### src/rtl/core/aht_pkg.sv
`default_nettype none

package aht_pkg;

    // Defaults for the top-level parameters.
    localparam int SLOTS_DEF     = 128;
    localparam int ADDR_BITS_DEF = 48;

    // Fixed field widths of the two streams.
    localparam int ADDR_W   = 48;
    localparam int SIZE_W   = 31;
    localparam int TAG_W    = 32;
    localparam int LIVE_W   = 8;
    localparam int TOTAL_W  = 32;
    localparam int STATUS_W = 3;

    localparam int S_TDATA_W = 80;
    localparam int M_TDATA_W = 136;

    // Configuration port.
    localparam int APB_AW = 3;
    localparam int APB_DW = 32;
    localparam logic [APB_AW-3:0] REG_LOAD_LIMIT = 1'b0;
    localparam logic [LIVE_W-1:0] LOAD_LIMIT_RST = 8'd90;

    // Slot tag codes; any other tag value is a key hash.
    localparam logic [TAG_W-1:0] TAG_EMPTY   = 32'd0;
    localparam logic [TAG_W-1:0] TAG_DELETED = 32'd1;
    localparam logic [TAG_W-1:0] TAG_MIN     = 32'd2;

    localparam logic [63:0] HASH_MULT = 64'hFF51AFD7ED558CCD;

    localparam logic KIND_RECORD  = 1'b0;
    localparam logic KIND_RELEASE = 1'b1;

    typedef enum logic [STATUS_W-1:0] {
        ST_RECORDED = 3'd0,
        ST_RELEASED = 3'd1,
        ST_DOUBLE   = 3'd2,
        ST_UNKNOWN  = 3'd3,
        ST_FULL     = 3'd4,
        ST_NULL     = 3'd5
    } status_t;

endpackage

`default_nettype wire

### src/rtl/core/aht_hash.sv
`default_nettype none

// Sequenced key hash: one 32x32 multiplier is reused for the three partial
// products of the 64-bit multiply, then the tag is reduced to a home slot,
// four remainder bits per cycle when the slot count is not a power of two.
module aht_hash import aht_pkg::*; #(
    parameter int SLOTS = SLOTS_DEF,
    localparam int SLOT_W = $clog2(SLOTS)
) (
    input  wire logic              aclk,
    input  wire logic              aresetn,
    input  wire logic              start,
    input  wire logic [ADDR_W-1:0] key,
    output logic                   done,
    output logic [TAG_W-1:0]       tag,
    output logic [SLOT_W-1:0]      home
);

    localparam bit SLOTS_POW2   = (SLOTS & (SLOTS - 1)) == 0;
    localparam int DIGIT_W      = 4;
    localparam int MOD_STEPS    = TAG_W / DIGIT_W;
    localparam int STEP_W       = $clog2(MOD_STEPS);
    localparam int REM_W        = SLOT_W + 1;

    typedef enum logic [2:0] {
        H_IDLE,
        H_MUL0,
        H_MUL1,
        H_MUL2,
        H_FOLD,
        H_MOD
    } hstate_t;

    hstate_t             state_reg;
    logic [63:0]         x_reg;
    logic [63:0]         prod_reg;
    logic [31:0]         lo_reg;
    logic [31:0]         hi_reg;
    logic [TAG_W-1:0]    tag_reg;
    logic [TAG_W-1:0]    shift_reg;
    logic [SLOT_W-1:0]   rem_reg;
    logic [STEP_W-1:0]   step_reg;
    logic                done_reg;

    logic [63:0]         x_key;
    logic [63:0]         x_mix;
    logic [31:0]         mul_a;
    logic [31:0]         mul_b;
    logic [63:0]         mul_p;
    logic [63:0]         x_full;
    logic [63:0]         x_fold;
    logic [TAG_W-1:0]    tag_fix;
    logic [SLOT_W-1:0]   rem_step;

    assign x_key = {{(64-ADDR_W){1'b0}}, key} >> 3;
    assign x_mix = x_key ^ (x_key >> 33);

    always_comb begin
        unique case (state_reg)
            H_MUL1: begin
                mul_a = x_reg[31:0];
                mul_b = HASH_MULT[63:32];
            end
            H_MUL2: begin
                mul_a = x_reg[63:32];
                mul_b = HASH_MULT[31:0];
            end
            default: begin
                mul_a = x_reg[31:0];
                mul_b = HASH_MULT[31:0];
            end
        endcase
    end

    assign mul_p   = mul_a * mul_b;
    assign x_full  = {hi_reg + prod_reg[31:0], lo_reg};
    assign x_fold  = x_full ^ (x_full >> 33);
    assign tag_fix = (x_fold[TAG_W-1:0] < TAG_MIN) ? TAG_MIN : x_fold[TAG_W-1:0];

    // Restoring reduction of one digit of the tag, most significant first.
    always_comb begin
        logic [REM_W-1:0] r;
        r = '0;
        r[SLOT_W-1:0] = rem_reg;
        for (int i = 0; i < DIGIT_W; i++) begin
            r = {r[SLOT_W-1:0], shift_reg[TAG_W-1-i]};
            if (r >= REM_W'(SLOTS)) begin
                r = r - REM_W'(SLOTS);
            end
        end
        rem_step = r[SLOT_W-1:0];
    end

    always_ff @(posedge aclk) begin
        if (!aresetn) begin
            state_reg <= H_IDLE;
            done_reg  <= 1'b0;
        end else begin
            done_reg <= 1'b0;
            unique case (state_reg)
                H_IDLE: begin
                    if (start) begin
                        x_reg     <= x_mix;
                        state_reg <= H_MUL0;
                    end
                end
                H_MUL0: begin
                    prod_reg  <= mul_p;
                    state_reg <= H_MUL1;
                end
                H_MUL1: begin
                    prod_reg  <= mul_p;
                    lo_reg    <= prod_reg[31:0];
                    hi_reg    <= prod_reg[63:32];
                    state_reg <= H_MUL2;
                end
                H_MUL2: begin
                    prod_reg  <= mul_p;
                    hi_reg    <= hi_reg + prod_reg[31:0];
                    state_reg <= H_FOLD;
                end
                H_FOLD: begin
                    tag_reg   <= tag_fix;
                    shift_reg <= tag_fix;
                    step_reg  <= '0;
                    if (SLOTS_POW2) begin
                        rem_reg   <= tag_fix[SLOT_W-1:0];
                        done_reg  <= 1'b1;
                        state_reg <= H_IDLE;
                    end else begin
                        rem_reg   <= '0;
                        state_reg <= H_MOD;
                    end
                end
                H_MOD: begin
                    rem_reg   <= rem_step;
                    shift_reg <= shift_reg << DIGIT_W;
                    step_reg  <= step_reg + STEP_W'(1);
                    if (step_reg == STEP_W'(MOD_STEPS - 1)) begin
                        done_reg  <= 1'b1;
                        state_reg <= H_IDLE;
                    end
                end
                default: begin
                    state_reg <= H_IDLE;
                end
            endcase
        end
    end

    assign done = done_reg;
    assign tag  = tag_reg;
    assign home = rem_reg;

endmodule

`default_nettype wire

### config.mk
export PLATFORM = sky130hd
export DESIGN_NAME = aht_hash
export DESIGN_NICKNAME = d
export VERILOG_FILES = /design/src/rtl/core/aht_pkg.sv /design/src/rtl/core/aht_hash.sv
export SDC_FILE = /design/constraint.sdc
export NUM_CORES = 2
export LEC_CHECK = 0
export BUFFER_PORTS_ARGS = -buffer_cell sky130_fd_sc_hd__buf_2
export CAP_MARGIN = 20
export CORE_AREA = 8 8 282 284
export DETAILED_ROUTE_END_ITERATION = 12
export DIE_AREA = 0 0 290 292
export RECOVER_POWER = 100
export SLEW_MARGIN = 10
export SYNTH_ARGS = -nofsm -noshare
export SYNTH_HDL_FRONTEND = slang
export SYNTH_SLANG_ARGS = --single-unit
### constraint.sdc
create_clock -name aclk -period 16.7 [get_ports aclk]
set_input_delay 0.835 -clock aclk [delete_from_list [all_inputs] [get_ports aclk]]
set_output_delay 0.835 -clock aclk [all_outputs]
set_load 0.01 [all_outputs]
## Yosys cells after proc, flatten, opt, wreduce, memory -nomap -nowiden

Index checks and enable logic that the tools add are counted.

- Output and inout bits: 40
- Bits in registers: 270
- Input bits: 51
- Word-level logic and storage cells: 59

- Bitwise operators: 2
- Reduce and logical (&&, ||, !) cells: 11
- Muxes and demuxes: 16
- Magnitude comparators: 5
- Equal/unequal tests: 8
- $add $sub $neg: 6
- Multiply operators: 1

Operator list:

| kind | count |
|---|---|
| 32-bit case mux with 2 select lines | 2 |
| 32-bit by 32-bit multiplier with 64-bit output | 1 |
| 32-bit 2-to-1 mux | 2 |
| 45-bit by 12-bit XOR with 45-bit output | 1 |
| 32-bit adder | 1 |
| 8-bit greater-or-equal comparator, second input constant | 4 |
| 32-bit by 2-bit less-than comparator with 1-bit output, second input constant | 1 |
| 32-bit by 31-bit XOR with 32-bit output | 1 |
| 29-bit 2-to-1 mux | 1 |
| 7-bit 2-to-1 mux | 4 |
| 7-bit by 1-bit subtractor with 7-bit output, second input constant | 4 |
| 3-bit case mux with 5 select lines | 1 |
| 7-bit case mux with 2 select lines | 1 |
| 2-bit AND reduction | 6 |
| 3-bit == test, second input constant | 3 |
| 3-bit by 2-bit == test with 1-bit output, second input constant | 2 |
| 3-bit 2-to-1 mux | 2 |
| 3-bit case mux with 2 select lines | 1 |
| 2-bit inequality test, second input constant | 2 |
| 2-bit nonzero test | 2 |
| 3-bit by 1-bit adder with 3-bit output, second input constant | 1 |
| 3-bit by 1-bit == test with 1-bit output, second input constant | 1 |
| 3-bit zero test | 1 |
| 3-bit AND reduction | 1 |
| other kinds (3) | 3 |

## Logic depth before layout (Yosys ltp)

- Word-level depth: 9
- Depth in mapped cells: 39
- Gate-level depth less buffers: 35

## Worst setup path after synthesis

OpenSTA, ideal clock, no wires.

- Path kind: reg-to-reg
- From: register state_reg[1]
- To: register prod_reg[63], data pin
- Path slack: 7459 ps
- Stages on the path, launching flop included: 33
- Clock period less this slack: 9241 ps
- Path buffers: 5
- Arrival: 8980 ps
- Required time: 16439 ps
- Setup time: 261 ps
- Cell sequence: dfxtp_1 nor2b_1 nand2_1 clkbuf_1 clkbuf_1 clkbuf_1 clkbuf_1 and2_1 inv_1 fa_1 inv_1 fa_1 inv_1 fa_1 fa_1 fa_1 inv_1 fa_1 fa_1 fa_1 ha_1 clkbuf_1 and4_1 o211ai_1 a2bb2oi_1 or2_2 a31oi_1 o21ai_0 o21ai_0 o211ai_1 o211ai_1 o21ai_0 xnor2_1

- Word-level cells in the longest chain between the ends: 3
- Elaborated cells on any way between the ends: 5
- Those cells by class: mul (1); eq/ne (2); mux (2)

Ends and longest elaborated chain:

| item | RTL line | text |
|---|---|---|
| start, declared | aht_hash.sv:34 | `hstate_t state_reg;` |
| start signal, assigned | aht_hash.sv:96 | `state_reg <= H_IDLE;` |
| start signal, assigned | aht_hash.sv:104 | `state_reg <= H_MUL0;` |
| start signal, assigned | aht_hash.sv:109 | `state_reg <= H_MUL1;` |
| 3-bit by 2-bit == test with 1-bit output | aht_hash.sv:59 | `unique case (state_reg)` |
| 32-bit 2-to-1 mux / 29-bit 2-to-1 mux (equally long branches) | aht_hash.sv:59 |  |
| 32-bit by 32-bit multiplier with 64-bit output * | aht_hash.sv:75 | `assign mul_p = mul_a * mul_b;` |
| via mul_p[63] | aht_hash.sv:49 | `logic [63:0] mul_p;` |
| end signal, assigned | aht_hash.sv:108 | `prod_reg <= mul_p;` |
| end signal, assigned | aht_hash.sv:112 | `prod_reg <= mul_p;` |
| end signal, assigned | aht_hash.sv:118 | `prod_reg <= mul_p;` |
| end, declared | aht_hash.sv:36 | `logic [63:0] prod_reg;` |

The timed path passes the listed nets; every way through them passes the cells marked *.
A chain may end at the register's enable or synchronous reset.

## Worst setup path after layout

- From: register state_reg[1]
- To: register prod_reg[60], data pin

Same word-level chain as after synthesis.

==> impl_metrics.csv <==
group,metric,value,unit
run_status,outcome,"complete, but fails checks",
run_status,violations,"max-capacitance violations, max-slew violations",
cts,htree_num_levels,1,
drt,wl_per_cell,21.71,um
cts,clk_pin_slew_worst_paths,0.06,ns
finish,syn2layout_area_growth,6.778,%
cts,ctsResizeCount,0,
place,place_hpwl,80.52,mm
yosys,ys_seq_area_frac,0.2100,
global_route,grt_pass1_vias,24059,
finish,fill_cells,6843,
cts,cts.sinks,251,
cts,cts_hold_buf,0,
finish,drive_gt1_frac,0.04273,
global_route,antenna_found_initial,0,
yosys,synth_edf_count,247,
floorplanning,die_y,292,um
cts,postCtsSetupBuffers,0,
drt,wl_met2,43.86,mm
critical_path,cp_top_family,"adder cells",
cts,cts_buffers,30,
drt,vias_per_cell,5.244,
sta,rsz0062_at_grt,"no",
sta,max_slew_margin,-1.291,
yosys,synth-seq-cells,251,
sta,tns,0,ns
critical_path,critPathCaptureType,"register",
sta,max_freq,82.19,MHz
global_route,grt_pass1_wl,144.5,mm
sta,slew_violations,390,
sta,clock_skew,0.02812,ns
finish,final_cell_mix,"inv_1, fa_1, ha_1",
drt,drcViolationCount,0,
flow_run,maxCapViolCount,9,
place,port_buffers,87,
floorplanning,initial_core_util,0.4748,
sta,worst_pin_slew,3.436,ns
floorplanning,dieArea,0.08468,mm^2
cts,cts_buffer_depth,3,
finish,nets,4475,
sta,finalCriticalPeriod,12.17,ns
floorplanning,rows,101,
global_route,grt_max_degree,65,
yosys,async_flop_share,0,
critical_path,path_buf_inv,4,
critical_path,cpPeakStageDelay,1.92,ns
sta,hold_violations,0,
critical_path,path_common_cell,"fa_1",
global_route,grt_usage,0.2226,
sta,setup_viol,0,
drt,first_pass_iters,5,
place,place_congestion,0.9603,
global_route,grt_overflow,0,
yosys,yosys_warnings,0,
critical_path,worstPathRequired,17.06,ns
critical_path,path_class,"register to register",
yosys,synth_cells,3296,
critical_path,crit_arrival,12.53,ns
yosys,synthFlopType,"edfxtp_1",
cts,cts-root-buf,"clkbuf_16",
critical_path,crit_path_max_fanout,60,
floorplanning,die_w,290,um
sta,period_share,0.7285,
drt,wl,94.38,mm
drt,via_count,22800,
critical_path,start_kind,"register",
yosys,synth.avg_cell_area,10.83,um^2
cts,cts_tree,"built",
drt,routed-wl-met3,5.640,mm
floorplanning,core,0.07519,mm^2
drt,top_layer,"met4",
yosys,mappedNetlistArea,0.03570,mm^2
finish,mostFrequentLayoutCell,"inv_1",
yosys,syn_nets,4425,
cts,clk_latency,0.61,ns
drt,drtIter0Drc,1524,
floorplanning,io_pins,91,
yosys,yosysUniqueCellTypes,73,
drt,wl_met1,42.17,mm
finish,largest_register_ffs,64,
worst_hold_path,min_path_type,"input pin to register",
drt,ant_nets,0,
critical_path,cp_slowest_cell,"clkbuf_1",
finish,num_antenna_cells,0,
worst paths after layout:
kind | end | startpoint | cells past startpoint | slack [ns]
max | prod_reg[60]$_DFFE_PP_ | state_reg[1]$_SDFFE_PN0P_ | 26 | 4.53
max reg2reg | prod_reg[60]$_DFFE_PP_ | state_reg[1]$_SDFFE_PN0P_ | 26 | 4.53
min | x_reg[31]$_DFFE_PP_ | key[34] | 1 | 0.40
min reg2reg | lo_reg[29]$_DFFE_PP_ | prod_reg[29]$_DFFE_PP_ | 0 | 0.46
cells in the mapped netlist, drive strengths merged, types with 6 or more instances:
| cell | instances | area share |
|---|---|---|
| inv | 779 | 0.082 |
| fa | 626 | 0.35 |
| ha | 452 | 0.16 |
| edfxtp | 247 | 0.21 |
| nand2 | 172 | 0.018 |
| nor2 | 155 | 0.016 |
| a21oi | 126 | 0.018 |
| o21ai | 100 | 0.014 |
| xnor2 | 87 | 0.021 |
| clkbuf | 77 | 0.0081 |
| xor2 | 46 | 0.011 |
| a21o | 41 | 0.0086 |
| and2 | 38 | 0.0067 |
| or2 | 27 | 0.0047 |
| nand3 | 26 | 0.0036 |
| nand2b | 24 | 0.0042 |
| o21bai | 19 | 0.0040 |
| a31oi | 18 | 0.0032 |
| nor2b | 18 | 0.0032 |
| and3 | 15 | 0.0026 |
| nand4 | 15 | 0.0026 |
| o211ai | 15 | 0.0033 |
| a211oi | 14 | 0.0035 |
| mux2 | 14 | 0.0044 |
| nor3 | 13 | 0.0018 |
| o21a | 13 | 0.0027 |
| buf | 12 | 0.0022 |
| mux2i | 9 | 0.0025 |
| xnor3 | 9 | 0.0057 |
| nor4 | 7 | 0.0012 |
| a311oi | 6 | 0.0015 |
| o2111ai | 6 | 0.0016 |
cell type report:
class                      count  area (um^2)  share of cell area
clock buffer                  33        762.0             0.01999
inverter                     784         2943             0.07719
tap                          978         1224             0.03210
sequential                   251         7497              0.1967
timing repair buffer         107        483.0             0.01267
multi-input combinational   2172        24890              0.6528
clock inverter                23        327.8            0.008599
logic make-up after synthesis:
kind of cell / after synthesis / share of synthesized area
adders and majority gates: 1078 / 0.5094
buffers and inverters: 873 / 0.09276
other: 1 / 0.0001050
AOI/OAI and AO/OA: 398 / 0.07121
and+or+nand+nor: 526 / 0.06865
muxes: 23 / 0.006939
DFF: 251 / 0.2100
xor gates and xnor gates: 146 / 0.04097
per-layer routing:
metal,up-vias,track usage
met4,0,0.05787
met3,124,0.03683
li1,10606,-
met5,-,0
met1,11460,0.3093
met2,610,0.3629
through the flow:
step                  util  instances  hold slack (ns)  worst slack [ns]  instance area, um^2
finish              0.5070       4348           0.3978             4.533                38120
global route        0.5070       4348           0.3673             3.677                38120
floorplan                -       3296           0.4334             7.459                35700
CTS                 0.5090       4348           0.3527             6.100                38270
detailed placement  0.4945       4292           0.4474             6.105                37180
global placement    0.4945       4292           0.4392             6.204                37180
Power is not shown: default switching activity piles up to over one toggle a cycle in this logic, so the estimate is an artifact.
